## src/design/fcr_pkg.sv

```systemverilog
// ----------------------------------------------------------------------------
// fcr_pkg
// Shared types and constants of the framed command receiver: register
// indexes, reset values, parser phases and the result item layout.
// ----------------------------------------------------------------------------
package fcr_pkg;

   // field widths
   localparam int unsigned ByteW   = 8;
   localparam int unsigned PosW    = 6;
   localparam int unsigned LenW    = 7;
   localparam int unsigned CsrIdxW = 3;

   // buffer depth default and the hard ceiling set by the 6-bit position
   localparam int unsigned BufDepthDef = 64;
   localparam int unsigned PosCeiling  = 64;

   // smallest legal total frame length
   localparam logic [LenW-1:0] MinFrameLen = LenW'(4);

   // register indexes
   localparam logic [CsrIdxW-1:0] CsrHeadByte   = CsrIdxW'(0);
   localparam logic [CsrIdxW-1:0] CsrTailByte   = CsrIdxW'(1);
   localparam logic [CsrIdxW-1:0] CsrMaxLen     = CsrIdxW'(2);
   localparam logic [CsrIdxW-1:0] CsrFirstCmd   = CsrIdxW'(3);
   localparam logic [CsrIdxW-1:0] CsrSecondCmd  = CsrIdxW'(4);

   // register reset values
   localparam logic [LenW-1:0] MaxLenReset = LenW'(48);

   // parser phases, one-hot
   typedef enum logic [3:0] {
      PH_HUNT = 4'b0001,
      PH_LEN  = 4'b0010,
      PH_CMD  = 4'b0100,
      PH_DATA = 4'b1000
   } phase_type;

   // configuration registers as seen by the parser
   typedef struct packed {
      logic [ByteW-1:0] head_byte;
      logic [ByteW-1:0] tail_byte;
      logic [LenW-1:0]  max_frame_len;
      logic [ByteW-1:0] first_cmd_code;
      logic [ByteW-1:0] second_cmd_code;
   } cfg_type;

   // one result item
   typedef struct packed {
      logic [ByteW-1:0] byte_value;
      logic [PosW-1:0]  byte_index;
      logic             stored;
      logic             cmd_select;
      logic             frame_done;
      logic             frame_abort;
   } result_type;

endpackage

```

## src/design/fcr_csr.sv

```systemverilog
// ----------------------------------------------------------------------------
// fcr_csr
// Configuration register file: five write-only registers behind a plain
// write port, writes to indexes past the list are dropped.
// ----------------------------------------------------------------------------
module fcr_csr (
   input  logic                            clock,
   input  logic                            reset,
   input  logic                            csr_write_en,
   input  logic [fcr_pkg::CsrIdxW-1:0]     csr_index,
   input  logic [fcr_pkg::ByteW-1:0]       csr_wdata,
   output fcr_pkg::cfg_type                cfg
);

   fcr_pkg::cfg_type cfg_ff;
   fcr_pkg::cfg_type cfg_in;

   // register decode
   always_comb begin
      cfg_in = cfg_ff;
      if (csr_write_en) begin
         case (csr_index)
            fcr_pkg::CsrHeadByte:  cfg_in.head_byte       = csr_wdata;
            fcr_pkg::CsrTailByte:  cfg_in.tail_byte       = csr_wdata;
            fcr_pkg::CsrMaxLen:    cfg_in.max_frame_len   = csr_wdata[fcr_pkg::LenW-1:0];
            fcr_pkg::CsrFirstCmd:  cfg_in.first_cmd_code  = csr_wdata;
            fcr_pkg::CsrSecondCmd: cfg_in.second_cmd_code = csr_wdata;
            default:               cfg_in = cfg_ff;
         endcase
      end
   end

   always_ff @(posedge clock) begin
      if (reset) begin
         cfg_ff.head_byte       <= '0;
         cfg_ff.tail_byte       <= '0;
         cfg_ff.max_frame_len   <= fcr_pkg::MaxLenReset;
         cfg_ff.first_cmd_code  <= '0;
         cfg_ff.second_cmd_code <= '0;
      end else begin
         cfg_ff <= cfg_in;
      end
   end

   assign cfg = cfg_ff;

endmodule

```

## src/design/fcr_parser.sv

```systemverilog
// ----------------------------------------------------------------------------
// fcr_parser
// Frame state machine: holds phase, position, remaining count and command
// kind, and forms the result item for the incoming byte in one pass.
// ----------------------------------------------------------------------------
module fcr_parser #(
   parameter int unsigned BUF_DEPTH = fcr_pkg::BufDepthDef
) (
   input  logic                        clock,
   input  logic                        reset,
   input  logic                        req_accept,
   input  logic [fcr_pkg::ByteW-1:0]   rx_byte,
   input  fcr_pkg::cfg_type            cfg,
   output fcr_pkg::result_type         result
);

   // length ceiling from the buffer depth and the position width
   localparam int unsigned LenCap = (BUF_DEPTH < fcr_pkg::PosCeiling) ?
                                    BUF_DEPTH : fcr_pkg::PosCeiling;

   fcr_pkg::phase_type              phase_ff, phase_in;
   logic [fcr_pkg::PosW-1:0]        position_ff, position_in;
   logic [fcr_pkg::LenW-1:0]        remaining_ff, remaining_in;
   logic                            cmd_kind_ff, cmd_kind_in;

   logic [fcr_pkg::LenW-1:0]        len_limit;
   logic                            len_ok;
   logic                            first_hit;
   logic                            second_hit;
   logic [fcr_pkg::PosW-1:0]        position_inc;

   // effective length limit
   always_comb begin
      if (cfg.max_frame_len > fcr_pkg::LenW'(LenCap)) begin
         len_limit = fcr_pkg::LenW'(LenCap);
      end else begin
         len_limit = cfg.max_frame_len;
      end
   end

   assign len_ok = (rx_byte >= fcr_pkg::ByteW'(fcr_pkg::MinFrameLen)) &&
                   (rx_byte <= fcr_pkg::ByteW'(len_limit));
   assign first_hit    = (rx_byte == cfg.first_cmd_code);
   assign second_hit   = (rx_byte == cfg.second_cmd_code);
   assign position_inc = position_ff + fcr_pkg::PosW'(1);

   // next state and result item
   always_comb begin
      phase_in     = phase_ff;
      position_in  = position_ff;
      remaining_in = remaining_ff;
      cmd_kind_in  = cmd_kind_ff;
      result.byte_value  = rx_byte;
      result.byte_index  = position_ff;
      result.stored      = 1'b0;
      result.cmd_select  = 1'b0;
      result.frame_done  = 1'b0;
      result.frame_abort = 1'b0;
      case (phase_ff)
         fcr_pkg::PH_HUNT: begin
            result.byte_index = '0;
            if (rx_byte == cfg.head_byte) begin
               result.stored = 1'b1;
               position_in   = fcr_pkg::PosW'(1);
               phase_in      = fcr_pkg::PH_LEN;
            end
         end
         fcr_pkg::PH_LEN: begin
            if (len_ok) begin
               result.stored = 1'b1;
               remaining_in  = rx_byte[fcr_pkg::LenW-1:0] - fcr_pkg::LenW'(2);
               position_in   = position_inc;
               phase_in      = fcr_pkg::PH_CMD;
            end else begin
               result.frame_abort = 1'b1;
               phase_in     = fcr_pkg::PH_HUNT;
               position_in  = '0;
               remaining_in = '0;
            end
         end
         fcr_pkg::PH_CMD: begin
            if (first_hit || second_hit) begin
               result.stored     = 1'b1;
               cmd_kind_in       = !first_hit;
               result.cmd_select = !first_hit;
               remaining_in      = remaining_ff - fcr_pkg::LenW'(1);
               position_in       = position_inc;
               phase_in          = fcr_pkg::PH_DATA;
            end else begin
               result.frame_abort = 1'b1;
               phase_in     = fcr_pkg::PH_HUNT;
               position_in  = '0;
               remaining_in = '0;
            end
         end
         fcr_pkg::PH_DATA: begin
            if (remaining_ff > fcr_pkg::LenW'(1)) begin
               result.stored     = 1'b1;
               result.cmd_select = cmd_kind_ff;
               remaining_in      = remaining_ff - fcr_pkg::LenW'(1);
               position_in       = position_inc;
            end else begin
               // closing byte: tail completes the frame, anything else drops it
               if (rx_byte == cfg.tail_byte) begin
                  result.stored     = 1'b1;
                  result.cmd_select = cmd_kind_ff;
                  result.frame_done = 1'b1;
               end else begin
                  result.frame_abort = 1'b1;
               end
               phase_in     = fcr_pkg::PH_HUNT;
               position_in  = '0;
               remaining_in = '0;
            end
         end
         default: begin
            phase_in     = fcr_pkg::PH_HUNT;
            position_in  = '0;
            remaining_in = '0;
         end
      endcase
   end

   // state registers, updated per accepted item
   always_ff @(posedge clock) begin
      if (reset) begin
         phase_ff     <= fcr_pkg::PH_HUNT;
         position_ff  <= '0;
         remaining_ff <= '0;
         cmd_kind_ff  <= 1'b0;
      end else if (req_accept) begin
         phase_ff     <= phase_in;
         position_ff  <= position_in;
         remaining_ff <= remaining_in;
         cmd_kind_ff  <= cmd_kind_in;
      end
   end

   // a byte never both completes and drops a frame
   a_done_abort_excl: assert property (@(posedge clock) disable iff (reset)
      req_accept |-> !(result.frame_done && result.frame_abort))
      else $error("frame done and abort on the same item");

   // completed or dropped frame sends the parser back to hunting
   a_back_to_hunt: assert property (@(posedge clock) disable iff (reset)
      req_accept && (result.frame_done || result.frame_abort)
      |=> (phase_ff == fcr_pkg::PH_HUNT) && (position_ff == '0))
      else $error("parser did not return to hunting");

   // inside a frame the position is never zero
   a_pos_in_frame: assert property (@(posedge clock) disable iff (reset)
      (phase_ff != fcr_pkg::PH_HUNT) |-> (position_ff != '0))
      else $error("zero position inside a frame");

   // data phase always has a byte left to take
   a_data_remaining: assert property (@(posedge clock) disable iff (reset)
      (phase_ff == fcr_pkg::PH_DATA) |-> (remaining_ff != '0))
      else $error("data phase with nothing remaining");

endmodule

```

## src/design/fcr_out_buf.sv

```systemverilog
// ----------------------------------------------------------------------------
// fcr_out_buf
// Result register with one skid entry, so a new item is taken while the
// current result still waits on the downstream stall.
// ----------------------------------------------------------------------------
module fcr_out_buf (
   input  logic                  clock,
   input  logic                  reset,
   input  logic                  push,
   input  fcr_pkg::result_type   push_data,
   input  logic                  rsp_stall,
   output logic                  rsp_valid,
   output fcr_pkg::result_type   rsp_data,
   output logic                  full
);

   logic                 out_valid_ff, out_valid_in;
   logic                 skid_valid_ff, skid_valid_in;
   fcr_pkg::result_type  out_data_ff, out_data_in;
   fcr_pkg::result_type  skid_data_ff, skid_data_in;
   logic                 pop;

   assign pop = out_valid_ff && !rsp_stall;

   // refill from skid on pop, then place the new item
   always_comb begin
      out_valid_in  = out_valid_ff;
      skid_valid_in = skid_valid_ff;
      out_data_in   = out_data_ff;
      skid_data_in  = skid_data_ff;
      if (pop) begin
         if (skid_valid_ff) begin
            out_data_in   = skid_data_ff;
            skid_valid_in = 1'b0;
         end else begin
            out_valid_in = 1'b0;
         end
      end
      if (push) begin
         if (!out_valid_in) begin
            out_data_in  = push_data;
            out_valid_in = 1'b1;
         end else begin
            skid_data_in  = push_data;
            skid_valid_in = 1'b1;
         end
      end
   end

   // valid flags
   always_ff @(posedge clock) begin
      if (reset) begin
         out_valid_ff  <= 1'b0;
         skid_valid_ff <= 1'b0;
      end else begin
         out_valid_ff  <= out_valid_in;
         skid_valid_ff <= skid_valid_in;
      end
   end

   // payload
   always_ff @(posedge clock) begin
      out_data_ff  <= out_data_in;
      skid_data_ff <= skid_data_in;
   end

   assign rsp_valid = out_valid_ff;
   assign rsp_data  = out_data_ff;
   assign full      = skid_valid_ff;

   // skid entry only holds an item behind a waiting result
   a_skid_behind_out: assert property (@(posedge clock) disable iff (reset)
      skid_valid_ff |-> out_valid_ff)
      else $error("skid entry filled with empty result register");

   // an item is never pushed into a full buffer
   a_no_overflow: assert property (@(posedge clock) disable iff (reset)
      push |-> !skid_valid_ff)
      else $error("item pushed into full output buffer");

   // a stalled result with an item behind it fills the skid entry
   a_skid_fill: assert property (@(posedge clock) disable iff (reset)
      push && out_valid_ff && rsp_stall |=> skid_valid_ff)
      else $error("skid entry not filled under stall");

endmodule

```

## src/design/framed_command_receiver_top.sv

```systemverilog
// Each accepted byte's result item is registered, in the skid entry if a result waits.
// Throughput: one byte per cycle while req_stall is low; state update is a single compare-and-count pass.
// A one-entry skid behind the result register keeps intake going for one extra item
// while the result side stalls; req_stall rises only when that skid entry is occupied.
// Reset (synchronous, active high): parser hunts for a head, buffer empty, registers
// back to defaults (max_frame_len 48, all byte codes 0).
// ----------------------------------------------------------------------------
// framed_command_receiver_top
// Byte-stream frame parser: head, length, command, data and tail bytes,
// with one result item per received byte.
// ----------------------------------------------------------------------------
module framed_command_receiver_top #(
   parameter int unsigned BUF_DEPTH = fcr_pkg::BufDepthDef
) (
   input  logic                            clock,
   input  logic                            reset,
   // configuration
   input  logic                            csr_write_en,
   input  logic [fcr_pkg::CsrIdxW-1:0]     csr_index,
   input  logic [fcr_pkg::ByteW-1:0]       csr_wdata,
   // input items
   input  logic                            req_valid,
   output logic                            req_stall,
   input  logic [fcr_pkg::ByteW-1:0]       req_rx_byte,
   // result items
   output logic                            rsp_valid,
   input  logic                            rsp_stall,
   output logic [fcr_pkg::ByteW-1:0]       rsp_byte_value,
   output logic [fcr_pkg::PosW-1:0]        rsp_byte_index,
   output logic                            rsp_stored,
   output logic                            rsp_cmd_select,
   output logic                            rsp_frame_done,
   output logic                            rsp_frame_abort
);

   fcr_pkg::cfg_type     cfg;
   fcr_pkg::result_type  result;
   fcr_pkg::result_type  rsp_data;
   logic                 req_accept;
   logic                 buf_full;

   assign req_stall  = buf_full;
   assign req_accept = req_valid && !buf_full;

   // configuration registers
   fcr_csr u_csr (
      .clock        (clock),
      .reset        (reset),
      .csr_write_en (csr_write_en),
      .csr_index    (csr_index),
      .csr_wdata    (csr_wdata),
      .cfg          (cfg)
   );

   // frame state machine
   fcr_parser #(
      .BUF_DEPTH (BUF_DEPTH)
   ) u_parser (
      .clock      (clock),
      .reset      (reset),
      .req_accept (req_accept),
      .rx_byte    (req_rx_byte),
      .cfg        (cfg),
      .result     (result)
   );

   // result register and skid entry
   fcr_out_buf u_out_buf (
      .clock     (clock),
      .reset     (reset),
      .push      (req_accept),
      .push_data (result),
      .rsp_stall (rsp_stall),
      .rsp_valid (rsp_valid),
      .rsp_data  (rsp_data),
      .full      (buf_full)
   );

   assign rsp_byte_value  = rsp_data.byte_value;
   assign rsp_byte_index  = rsp_data.byte_index;
   assign rsp_stored      = rsp_data.stored;
   assign rsp_cmd_select  = rsp_data.cmd_select;
   assign rsp_frame_done  = rsp_data.frame_done;
   assign rsp_frame_abort = rsp_data.frame_abort;

endmodule
```

## config.mk

```make
export PLATFORM = sky130hd
export DESIGN_NAME = framed_command_receiver_top
export DESIGN_NICKNAME = d
export VERILOG_FILES = /design/src/design/fcr_pkg.sv /design/src/design/fcr_csr.sv /design/src/design/fcr_parser.sv /design/src/design/fcr_out_buf.sv /design/src/design/framed_command_receiver_top.sv
export SDC_FILE = /design/constraint.sdc
export NUM_CORES = 1
export LEC_CHECK = 0
export ABC_CLOCK_PERIOD_IN_PS = 3250
export BUFFER_PORTS_ARGS = -buffer_cell sky130_fd_sc_hd__clkbuf_2
export CAP_MARGIN = 20
export CORE_MARGIN = 4
export CORE_UTILIZATION = 25
export CTS_CLUSTER_SIZE = 16
export DETAILED_ROUTE_END_ITERATION = 6
export MAX_ROUTING_LAYER = met4
export PLACE_DENSITY = 0.43
export SLEW_MARGIN = 25
export SYNTH_ARGS = -nofsm -noshare
export SYNTH_HDL_FRONTEND = slang
export SYNTH_SLANG_ARGS = --single-unit
```

## constraint.sdc

```tcl
create_clock -name clock -period 3.25 [get_ports clock]
set_clock_uncertainty 0.15 [all_clocks]
set_input_delay 0.325 -clock clock [delete_from_list [all_inputs] [get_ports clock]]
set_output_delay 0.325 -clock clock [all_outputs]
set_load 0.005 [all_outputs]
```

# Word-level counts from Yosys, hierarchy flattened
# Cells that the tools add are included.
dict set report word_totals {
  out_inout_bits 20
  wordCells 102
  mem_bits_rw 0
  n_memories 0
  mem_bits_ro 0
  in_bits 24
  latchBits 0
  ff_bits 95
}
dict set report op_classes {
  magnitude_cmp 4
  eq_ne 14
  n_reduce_logical 18
  multipliers 0
  bitwise 1
  muxes 39
  add_sub_neg 3
  n_shift 0
  n_div 0
}
# op n
set op_table {}
lappend op_table {{18-bit 2-to-1 mux} 4}
lappend op_table {{8-bit == test} 4}
lappend op_table {{6-bit 2-to-1 mux} 5}
lappend op_table {{7-bit 2-to-1 mux} 4}
lappend op_table {{7-bit one-hot mux with 4 select lines} 1}
lappend op_table {{6-bit one-hot mux with 4 select lines} 1}
lappend op_table {{4-bit one-hot mux with 4 select lines} 1}
lappend op_table {{2-bit AND reduction} 8}
lappend op_table {{1-bit 2-to-1 mux} 12}
lappend op_table {{4-bit 2-to-1 mux} 3}
lappend op_table {{8-bit by 3-bit >= comparator with 1-bit output (second input constant)} 1}
lappend op_table {{8-bit by 7-bit <= comparator with 1-bit output} 1}
lappend op_table {{7-bit by 1-bit greater-than comparator with 1-bit output (second input constant)} 1}
lappend op_table {{7-bit greater-than comparator (second input constant)} 1}
lappend op_table {{7-bit by 1-bit subtractor with 7-bit output (second input constant)} 1}
lappend op_table {{7-bit by 2-bit subtractor with 7-bit output (second input constant)} 1}
lappend op_table {{6-bit by 1-bit adder with 6-bit output (second input constant)} 1}
lappend op_table {{3-bit by 2-bit == test with 1-bit output (second input constant)} 2}
lappend op_table {{2-bit 2-to-1 mux} 3}
lappend op_table {{3-bit 2-to-1 mux} 2}
lappend op_table {{3-bit AND reduction} 2}
lappend op_table {{4-bit by 1-bit == test with 1-bit output (second input constant)} 1}
lappend op_table {{4-bit by 2-bit == test with 1-bit output (second input constant)} 1}
lappend op_table {{4-bit by 3-bit == test with 1-bit output (second input constant)} 1}
lappend op_table {{other kinds (13)} 17}

# Logic depth before layout (Yosys ltp)
# Gate-level depths: netlist of run 1.
dict set report logic_depth {
  depth_word 8
  ltp_mapped 9
  ltp_nobuf 9
}

# Modules after synthesis
# From an unflattened synthesis of run 1, not the netlist that was laid out.
dict set report unflattened {
  hier_cells 526
  hier_area_um2 5188.7
}
# module area_each_um2 cells_per_inst n_inst seq_area_each_um2
set modules_own_cells {}
lappend modules_own_cells {fcr_parser 2034.5 247 1 360.3}
lappend modules_own_cells {fcr_csr 1599.0 146 1 780.7}
lappend modules_own_cells {fcr_out_buf 1541.5 132 1 940.9}
lappend modules_own_cells {framed_command_receiver_top 13.8 1 1 0.0}

# Least setup slack after synthesis of run 1
# Ideal clock, no wire load.
dict set report synth_path {
  kind {reg2reg}
  from {register u_csr.cfg_ff (netlist bit u_csr.cfg[22])}
  to {register u_parser.position_ff[0] in the netlist's numbering}
  required_ps 3008
  period_less_slack_ps 2344
  path_stages_with_launch 10
  arrival_time_ps 2102
  slack_ps 906
  cell_sequence {dfxtp_1 > inv_1 > nand2_1 > ha_1 > a21o_1 > a211oi_1 > o32ai_1 > nor3_1 > nor3_1 > o32ai_1}
}
dict set report synth_between {
  elab_chain_len 6
}
# item line_no
set synth_rtl {}
lappend synth_rtl {{start, declared} fcr_csr.sv:15} ;# fcr_pkg::cfg_type cfg_ff;
lappend synth_rtl {{start signal, assigned} fcr_csr.sv:41} ;# cfg_ff <= cfg_in;
lappend synth_rtl {{7-bit greater-than comparator} fcr_parser.sv:34} ;# if (cfg.max_frame_len > fcr_pkg::LenW'(LenCap)) begin
lappend synth_rtl {{7-bit 2-to-1 mux *} fcr_parser.sv:34}
lappend synth_rtl {{8-bit by 7-bit <= comparator with 1-bit output *} fcr_parser.sv:42} ;# (rx_byte <= fcr_pkg::ByteW'(len_limit));
lappend synth_rtl {{1-bit logical AND *} fcr_parser.sv:41} ;# assign len_ok = (rx_byte >= fcr_pkg::ByteW'(fcr_pkg::MinFrameLen)) &&
lappend synth_rtl {{6-bit 2-to-1 mux *} fcr_parser.sv:69} ;# if (len_ok) begin
lappend synth_rtl {{6-bit one-hot mux with 4 select lines *} fcr_parser.sv:59} ;# case (phase_ff)
lappend synth_rtl {{end signal, assigned} fcr_parser.sv:133} ;# position_ff <= position_in;
lappend synth_rtl {{end, declared} fcr_parser.sv:22} ;# logic [fcr_pkg::PosW-1:0] position_ff, position_in;
# Mark *: on every way between the ends. The rest lies on a longest branch, timed or not.
# A chain may end at the register's enable or synchronous reset.

# Worst setup path in the final report of run 1
dict set report layout_path {
  from {register u_csr.cfg_ff (netlist bit u_csr.cfg[22])}
  to {register u_parser.position_ff[3] in the netlist's numbering}
}
# The elaborated chain is that of the path after synthesis.

==> impl_results.md, run 1 <==
* Status: finished clean
* First-pass GRT wire length at 19400 um
* Commonest non-fill, non-tap cell in the layout: nand2_1
* Final cell count without fillers at 774
* Port Buffers at 43
* Detailed-route vias per instance at 4.68
* Hold EP: u_csr.cfg[7]$_SDFFE_PP0P_
* Reg-to-reg endpoint: u_parser.position_ff[3]$_SDFFE_PP0P_
* Crit path arrival time at 2.66 ns
* Crit Path Category: register to register
* Routed WL at 12000 um
* DR vias at 3626
* LEAKAGE at 2.15 nW
* Placed cells at 758
* Clock Power Share at 42.0%
* Vias in the first global route at 3496
* Cts bufs inserted at 9
* Worst IR Drop VDD at 0.304 mV
* Synth Flop Type: dfxtp_1
* Die ar. at 0.0207 sq mm
* Sw frac at 24.3%
* Clock sink count at 95
* Initial antenna violation count at 0
* Core Box Area at 0.0180 sq mm
* Wire length per cell at 15.5 um
* CTS H-Tree Depth at 3
* Comb pwr share at 8.2%
* Drt drc at 0
* GP Congestion at 0.811
* Syn_nets at 541
* CP Launch Type: register
* P per Cell Area at 472 mW/mm^2
* P&R area growth vs syn at 15.9%
* Final Max Slew Viols at 0
* RSZ-0062 raised after global routing: false
* Clock Tree Buf Depth at 2
* Reg2Reg Setup Slack at 0.65 ns
* Initial Util at 25.6%
* Commonest cells after routing, fill and taps aside: 93 x nand2_1, 77 x dfxtp_1, 43 x clkbuf_2
* Final setup vio count at 0
* Post-synth ARST share at 0%
* Fin crit share at 79.9%
* Crit path time final at 2.60 ns
* Hpwl dp at 9110 um
* Initial DRC Count at 266
* R2R Path Start: u_csr.cfg[22]$_SDFFE_PP0P_
* Worst Max-Slew Pin Slew at 0.866 ns
* Synth warn at 0
* FP Rows at 49
* Maximum clock rate at 0.385 GHz
* Switching power of the nets at 0.613 mW
* Cell variety after synth at 55
* Post-synth EDFFs at 18
* Seq/Total Area, Yosys at 45.1%
* Setup TNS Final at 0 ns
* Sequential share of power at 49.9%
* Hold Vio Cnt, Final at 0
* Global route overflow at 0
* PostCTS Resize Cnt at 0
* Worst EP required at 3.31 ns
* Hold_sp: csr_wdata[7]
* Ports at 44
* Later-pin clock latency in the skew report at 0.35 ns
* Syn avg cell area at 9.11 sq um
* Area of the multi-input gates at 0.00239 sq mm
* Register area at 0.00208 sq mm
* Post-Synthesis Cells at 506
* # hold bufs at CTS at 0
* Die W at 144 um
* Synthesized cell area at 0.00461 sq mm
* Hold Crit Class: input pin to register
* Drt first pass iters at 5
* Hold Crit Depth at 3
* Max-cap viol count at 0
* # fillers at 1928
* Int Pwr at 1.91 mW
* Largest net degree at the start of global routing at 56
* Total track usage at 12.5%
* CP Capture Type: register
* FF-to-FF path depth at 10
* CTS tree: done
* Yosys reg bits at 95
* Clk pin slew, worst setup/hold paths at 0.07 ns
* Die Ht at 144 um
* Relative slew margins at 42.0%
* Post-layout util at 29.7%
* Antenna cell count at 0
* Post-CTS setup repair buffer count at 0
* Detail Route Antenna Nets at 0
* Clock root buffer: clkbuf_16
* Final nets at 575
* Crit Path Max Fanout at 6
* Fraction of layout cells with a size suffix above 1 at 13.8%
==> state kept, by name, summed over array words and instances, names as in the netlist <==
signal,cells
u_parser.position_ff,6
u_out_buf.full,1
u_out_buf.skid_data_ff,18
u_csr.cfg,39
u_parser.phase_ff,4
u_parser.cmd_kind_ff,1
u_parser.remaining_ff,7
u_out_buf.rsp_valid,1
u_out_buf.rsp_data,18
==> per-stage QoR <==
step	power (mW)	area [sq um]	setup WS (ns)	hold slack, ns
after global routing	2.63	5350	0.358	0.0920
after detailed placement	1.50	5050	0.544	0.311
after floorplan	1.41	4610	0.906	0.274
after CTS	2.56	5350	0.594	0.0830
after global placement	1.49	5050	0.576	0.319
final	2.52	5350	0.652	0.0959
==> worst max-delay path, stage by stage (launching register included) <==
cell and delay, ns:
dfxtp_1 0.32, inv_1 0.15, nand2_1 0.09, ha_1 0.29, nor2b_1 0.13, o211ai_1 0.09, a211oi_1 0.38, nor3_1 0.10
buf_4 0.17, nor4_2 0.47, nor4_1 0.11
==> cell type report <==
cell class                      instances  share of cell area (%)
Sequential cell                        95                    38.9
Clock buffer                            9                    4.21
Multi-Input combinational cell        377                    44.8
Inverter                                9                   0.632
Tap cell                              229                    5.36
Clock inverter                          7                    1.33
Timing Repair Buffer                   48                    4.73
==> power by group through the flow <==
| stage | Sequential [mW] | Clock, mW | Combinational, mW |
|---|---|---|---|
| after global placement | 1.29 | 0 | 0.206 |
| after detailed placement | 1.29 | 0 | 0.210 |
| after CTS | 1.26 | 1.10 | 0.211 |
| after global routing | 1.26 | 1.13 | 0.235 |
| after floorplan | 1.28 | 0 | 0.127 |
| final | 1.26 | 1.06 | 0.206 |
==> synthesized netlist by cell type (all sizes together) (3+ instances only) <==
cell	count	area, sq um
nand3	7	35.0
edfxtp	18	541
buf	9	45.0
a221o	5	50.1
a21oi	39	206
a21o	5	37.5
and3	5	31.3
mux2i	33	330
o21ai	18	90.1
inv	9	33.8
and2	7	43.8
ha	11	138
clkbuf	16	60.1
nand2	93	349
a211oi	3	22.5
a31oi	4	25.0
nor3	10	55.1
xor2	36	315
nor2b	11	68.8
nor4	15	100
dfxtp	77	1540
nor2	36	135
==> worst max-delay path by stage <==
stage	startpoint	endpoint	slack [ns]
detailed placement	req_rx_byte[1]	u_parser.position_ff[2]$_SDFFE_PP0P_	0.54
global route	u_csr.cfg[22]$_SDFFE_PP0P_	u_out_buf.skid_data_ff[3]$_DFFE_PP_	0.36
floorplan	u_csr.cfg[22]$_SDFFE_PP0P_	u_parser.position_ff[0]$_SDFFE_PP0P_	0.91
global placement	req_rx_byte[5]	u_parser.position_ff[2]$_SDFFE_PP0P_	0.58
finish	u_csr.cfg[22]$_SDFFE_PP0P_	u_parser.position_ff[3]$_SDFFE_PP0P_	0.65
CTS	u_csr.cfg[22]$_SDFFE_PP0P_	u_parser.position_ff[4]$_SDFFE_PP0P_	0.59
==> logic make-up after synthesis <==
logic type / synth area share (%)
adders and majority gates: 2.98
and+or+nand+nor: 20.6
buffers and inverters: 3.01
DFF: 45.1
xor gates and xnor gates: 7.03
muxes: 7.41
AOI/OAI and AO/OA: 13.8
==> metal layers <==
layer	vias to the layer above	GRT usage (%)	routed length, um
met2	83	17.8	5060
met1	1675	17.4	6230
met4	0	4.06	216
met3	14	2.93	523
met5	-	-	0
li1	1854	-	-
Power figures use the tool's default switching activity.
==> run 2: changes to the inputs <==
- ABC_CLOCK_PERIOD_IN_PS: 3250 -> 2500
- clock period: 3.25 -> 2.5 ns (I/O delays scaled with it)
==> impl_results.md, run 2 (same netlist as run 1, synthesis figures left out) <==
* Fin crit share at 94.6% (+15 points)
* Port Buffers at 43 (unchanged)
* Vias in the first global route at 3520 (+0.69%)
* Post-place setup slack at -0.0287 ns (-0.572 ns)
* Clock sink count at 95 (unchanged)
* Clock Tree Buf Depth at 2 (unchanged)
* Hold Vio Cnt, Final at 0 (unchanged)
* Initial antenna violation count at 0 (unchanged)
* Fraction of layout cells with a size suffix above 1 at 17.6% (+3.8 points)
* FP Rows at 49 (unchanged)
* GP Congestion at 0.865 (+6.7%)
* Clock root buffer: clkbuf_16
* Hpwl dp at 9170 um (+0.62%)
* Final nets at 593 (+3.1%)
* Post-route setup slack at 0.135 ns (-0.517 ns)
* Post-CTS setup repair buffer count at 0 (unchanged)
* Reg2Reg Setup Slack at 0.14 ns (-0.52 ns)
* Crit-path slowest cell: nor4_2
* Number of flip-flops in the largest register at 39 (unchanged)
* P&R area growth vs syn at 20.3%
* Core Box Area at 0.0180 sq mm (unchanged)
* Crit Path Category: register to register
* Largest net degree at the start of global routing at 56 (unchanged)
* Die ar. at 0.0207 sq mm (unchanged)
* P per Cell Area at 614 mW/mm^2 (+30%)
* Crit path time final at 2.36 ns (-0.233 ns)
* Die W at 144 um (unchanged)
* Routed WL at 12600 um (+5.0%)
* Clk pin slew, worst setup/hold paths at 0.07 ns (about the same)
* Global route overflow at 0 (unchanged)
* Worst Max-Slew Pin Slew at 0.671 ns (-0.195 ns)
* Commonest non-fill, non-tap cell in the layout: nand2_1
* DR vias at 3699 (+2.0%)
* # hold bufs at CTS at 0 (unchanged)
* CTS tree: done
* Total track usage at 12.9% (+0.40 points)
* Wire length per cell at 16.0 um (+2.6%)
* Maximum clock rate at 0.423 GHz (+9.9%)
* Antenna cell count at 0 (unchanged)
* Crit Path Max Fanout at 6 (unchanged)
* Worst IR Drop VDD at 0.369 mV (+21%)
* Final Max Slew Viols at 0 (unchanged)
* Initial Util at 25.6% (unchanged)
* Cts bufs inserted at 9 (unchanged)
* Ports at 44 (unchanged)
* Max-cap viol count at 0 (unchanged)
* Setup TNS Final at 0 ns (unchanged)
* Initial DRC Count at 239 (-10%)
* Commonest cells after routing, fill and taps aside: 93 x nand2_1, 77 x dfxtp_1, 43 x clkbuf_2
* CTS H-Tree Depth at 3 (unchanged)
* Post-layout util at 30.8% (+1.1 points)
* Hold Crit Class: input pin to register
* CP Capture Type: register
* Crit path arrival time at 2.52 ns (-0.14 ns)
* Detail Route Antenna Nets at 0 (unchanged)
* Die Ht at 144 um (unchanged)
* Pwr Total at 3.41 mW (+35%)
* Worst-path cell chain: inv_2, nand2_1, ha_1, nor2b_1, o211ai_1, a211oi_2, buf_4, nor4_2, a221o_1
* Relative slew margins at 55.3% (+13 points)
* CP Launch Type: register
* Final setup vio count at 0 (unchanged)
* Later-pin clock latency in the skew report at 0.35 ns (about the same)
* CP peak stage delay at 0.49 ns (+0.02 ns)
* Drt drc at 0 (unchanged)
* Worst EP required at 2.65 ns (-0.66 ns)
* Detailed-route vias per instance at 4.67 (-0.31%)
* Status: finished clean
* First-pass GRT wire length at 19800 um (+2.1%)
* Placed cells at 776 (+2.4%)
* LEAKAGE at 2.25 nW (+4.9%)
* Drt first pass iters at 4 (-1)
* Final cell count without fillers at 792 (+2.3%)
## run 2: cell types whose count changed in the layout (fill, tap and decap cells not counted), moves of 2 or more
cell,delta
nor4_1,-3
buf_4,+18
nor3_2,+2
clkinvlp_4,-2
clkbuf_1,+2
nor4_2,+2
nor3_1,-2
## run 2: report_power, final
part	internal, mW	switching, mW	total (mW)
Clock	0.881	0.596	1.48
Sequential	1.61	0.0288	1.63
Combinational	0.116	0.180	0.296
## run 2: what timing repair did
item	CTS	global route
endpoints found under the setup margin	9	10
pin swaps	0	2
gates resized for setup	2	7
## run 2: path summary, 6_finish.rpt
kind	startpoint	end	cells past startpoint
setup / recovery	u_csr.cfg[22]$_SDFFE_PP0P_	u_parser.remaining_ff[1]$_SDFFE_PP0P_	9
hold / removal	req_rx_byte[0]	u_out_buf.rsp_data[10]$_DFF_P_	3
setup reg to reg	u_csr.cfg[22]$_SDFFE_PP0P_	u_parser.remaining_ff[1]$_SDFFE_PP0P_	9
hold reg to reg	u_csr.cfg[34]$_SDFFE_PP0P_	u_csr.cfg[34]$_SDFFE_PP0P_	2
## run 2: cell type report
type,count,area (sq um)
Clock inverter,5,81.3
Multi-Input combinational cell,377,2440
Tap cell,229,287
Sequential cell,95,2080
Timing Repair Buffer,66,388
Clock buffer,11,233
Inverter,9,33.8
Fill cell,1954,12500
## run 2: critical path, delay by kind of cell (launching register included)
family / cells / cell delay [ns]
flip-flops: 1 / 0.33
buffers and inverters: 2 / 0.26
adder cells (fa/ha/maj): 1 / 0.28
AO/OA/AOI/OAI: 3 / 0.60
AND/OR/NAND/NOR: 3 / 0.69
## run 2: through the flow
step	hold WS (ns)	area, sq um
after floorplan	0.199	4610
after global placement	0.306	5180
after detailed placement	0.308	5180
after CTS	0.00574	5510
after global routing	0.0250	5550
final	0.00901	5550
## run 2: layer usage
metal	wire length (um)	part of all wire, %	global-route usage, %	up-vias
met3	542	4.3	2.80	11
met2	5680	45	19.1	81
met4	178	1.4	4.01	0
met1	6230	49	17.6	1718
met5	0	0	-	-
li1	-	-	-	1889
==> run 3: changes to the inputs <==
==> constraint.sdc (replaced) <==
create_clock -name clock -period 2.5 [get_ports clock]
set_clock_uncertainty 0.15 [all_clocks]
set_input_delay 0.375 -clock clock [delete_from_list [all_inputs] [get_ports clock]]
set_output_delay 0.375 -clock clock [all_outputs]
set_load 0.005 [all_outputs]
==> impl_results.md, run 3 (same netlist as run 1, synthesis figures left out) <==
* Clock sink count at 95 (unchanged)
* Post-place setup slack at -0.0420 ns (-0.0133 ns)
* Worst IR Drop VDD at 0.327 mV (-11%)
* Die ar. at 0.0207 sq mm (unchanged)
* Wire length per cell at 15.9 um (-0.54%)
* Maximum clock rate at 0.424 GHz (+0.20%)
* Status: finished clean
* Port Buffers at 43 (unchanged)
* Critical path origin: u_csr.cfg[22]$_SDFFE_PP0P_
* Die W at 144 um (unchanged)
* Fin crit share at 94.4% (-0.19 points)
* Commonest cells after routing, fill and taps aside: 93 x nand2_1, 77 x dfxtp_1, 43 x clkbuf_2
* Crit-path slowest cell: dfxtp_1
* GP Congestion at 0.810 (-6.4%)
* Largest net degree at the start of global routing at 56 (unchanged)
* P per Cell Area at 591 mW/mm^2 (-3.8%)
* FF-to-FF path depth at 11 (+2)
* Total track usage at 13.3% (+0.35 points)
* CP peak stage delay at 0.33 ns (-0.16 ns)
* Later-pin clock latency in the skew report at 0.35 ns (about the same)
* Hold Crit Class: input pin to register
* Max-cap viol count at 0 (unchanged)
* Initial Util at 25.6% (unchanged)
* Number of flip-flops in the largest register at 39 (unchanged)
* First-pass GRT wire length at 20600 um (+4.2%)
* DR vias at 3825 (+3.4%)
* Clk pin slew, worst setup/hold paths at 0.07 ns (about the same)
* Hpwl dp at 9630 um (+5.0%)
* Detailed-route vias per instance at 4.73 (+1.4%)
* LEAKAGE at 2.32 nW (+3.3%)
* Die Ht at 144 um (unchanged)
* Global route overflow at 0 (unchanged)
* Cts bufs inserted at 9 (unchanged)
* Setup TNS Final at 0 ns (unchanged)
* Vias in the first global route at 3836 (+9.0%)
* Final Max Slew Viols at 0 (unchanged)
* CP Launch Type: register
* Hold Crit Depth at 1 (-2)
* CTS H-Tree Depth at 3 (unchanged)
* Relative slew margins at 57.0% (+1.8 points)
* Crit path time final at 2.36 ns (-0.00465 ns)
* Antenna cell count at 0 (unchanged)
* Pwr Total at 3.35 mW (-1.7%)
* Ports at 44 (unchanged)
* Hold_sp: req_rx_byte[1]
* CP Capture Type: register
* Initial DRC Count at 243 (+1.7%)
* R2R Path Start: u_csr.cfg[22]$_SDFFE_PP0P_
* Fraction of layout cells with a size suffix above 1 at 20.2% (+2.6 points)
* Crit Path Category: register to register
* Crit path arrival time at 2.48 ns (-0.04 ns)
* Post-route setup slack at 0.140 ns (+0.00465 ns)
* Drt drc at 0 (unchanged)
* Crit Path Max Fanout at 6 (unchanged)
* Drt first pass iters at 4 (unchanged)
* Final setup vio count at 0 (unchanged)
* Reg-to-reg endpoint: u_parser.position_ff[4]$_SDFFE_PP0P_
* FP Rows at 49 (unchanged)
* P&R area growth vs syn at 23.0%
* Final nets at 609 (+2.7%)
* Core Box Area at 0.0180 sq mm (unchanged)
* Clock root buffer: clkbuf_16
* Commonest non-fill, non-tap cell in the layout: nand2_1
* Clock Tree Buf Depth at 2 (unchanged)
* Worst Max-Slew Pin Slew at 0.644 ns (-0.0268 ns)
* Reg2Reg Setup Slack at 0.14 ns (about the same)
* Hold Vio Cnt, Final at 0 (unchanged)
* Routed WL at 12800 um (+1.5%)
* Placed cells at 791 (+1.9%)
* Final cell count without fillers at 808 (+2.0%)
* Hold EP: u_out_buf.skid_data_ff[11]$_DFFE_PP_
* Worst-path cell chain: inv_2, nand2_1, ha_1, a21o_1, a211oi_2, o32ai_2, nor3_1, buf_4, nor4_2, buf_4, nor4_2
* Worst EP required at 2.62 ns (-0.03 ns)
* CTS tree: done
* Initial antenna violation count at 0 (unchanged)
* Detail Route Antenna Nets at 0 (unchanged)
-- run 3: cell types whose count changed in the layout (fill, tap and decap cells not counted), sizes merged --
| cell | previous run | this run |
|---|---|---|
| clkinv | 1 | 2 |
| bufinv | 2 | 1 |
| clkbuf | 54 | 53 |
| buf | 23 | 39 |
| clkinvlp | 0 | 1 |
-- run 3: per-stage QoR --
stage / area (sq um) / utilization (%) / hold slack (ns)
2_1_floorplan: 4610 / - / 0.298
3_3_place_gp: 5320 / 29.5 / 0.314
3_5_place_dp: 5320 / 29.5 / 0.316
4_1_cts: 5630 / 31.2 / 0.102
5_1_grt: 5670 / 31.5 / 0.108
6_report: 5670 / 31.5 / 0.108
-- run 3: where the power goes --
part | total (mW) | internal (mW) | switching (mW)
logic | 0.308 | 0.127 | 0.181
registers | 1.64 | 1.60 | 0.0304
clock network | 1.41 | 0.782 | 0.625
total | 3.35 | 2.51 | 0.837
-- run 3: critical path: cells and delay by family, from the launching register on --
family,cells,cell delay [ns]
compound gates,3,0.50
flops,1,0.33
buf+inv,3,0.45
fa+ha+maj,1,0.29
simple gates,4,0.55
-- run 3: layer usage --
| layer | vias up | GRT usage [%] | share of wire (%) |
|---|---|---|---|
| met3 | 10 | 3.96 | 4.9 |
| met2 | 76 | 19.5 | 44 |
| met4 | 0 | 3.67 | 1.2 |
| li1 | 1919 | - | - |
| met5 | - | - | 0 |
| met1 | 1820 | 17.7 | 50 |
-- run 3: repair_timing --
action | CTS | global route
pin swaps | 0 | 3
gates resized for setup | 1 | 8
buffers inserted | 0 | 1
hold endpoints to repair | 0 | 0
setup endpoints to repair | 3 | 8
hold buffers | 0 | 0
-- run 3: final cells by class --
type | instances | area [sq um]
multi-input combinational | 377 | 2440
fill | 1928 | 12400
sequential | 95 | 2080
timing repair buffer | 82 | 533
tap | 229 | 287
clock buffer | 10 | 229
clock inverter | 6 | 67.6
inverter | 9 | 33.8
-- run 3: how the worst max path moves through the flow --
stage / end / slack, ns
2_1_floorplan: u_parser.position_ff[0]$_SDFFE_PP0P_ / 0.16
3_3_place_gp: u_parser.remaining_ff[6]$_SDFFE_PP0P_ / -0.02
3_5_place_dp: u_parser.remaining_ff[0]$_SDFFE_PP0P_ / -0.04
4_1_cts: u_out_buf.skid_data_ff[3]$_DFFE_PP_ / 0.03
5_1_grt: u_parser.position_ff[2]$_SDFFE_PP0P_ / -0.04
6_report: u_parser.position_ff[4]$_SDFFE_PP0P_ / 0.14
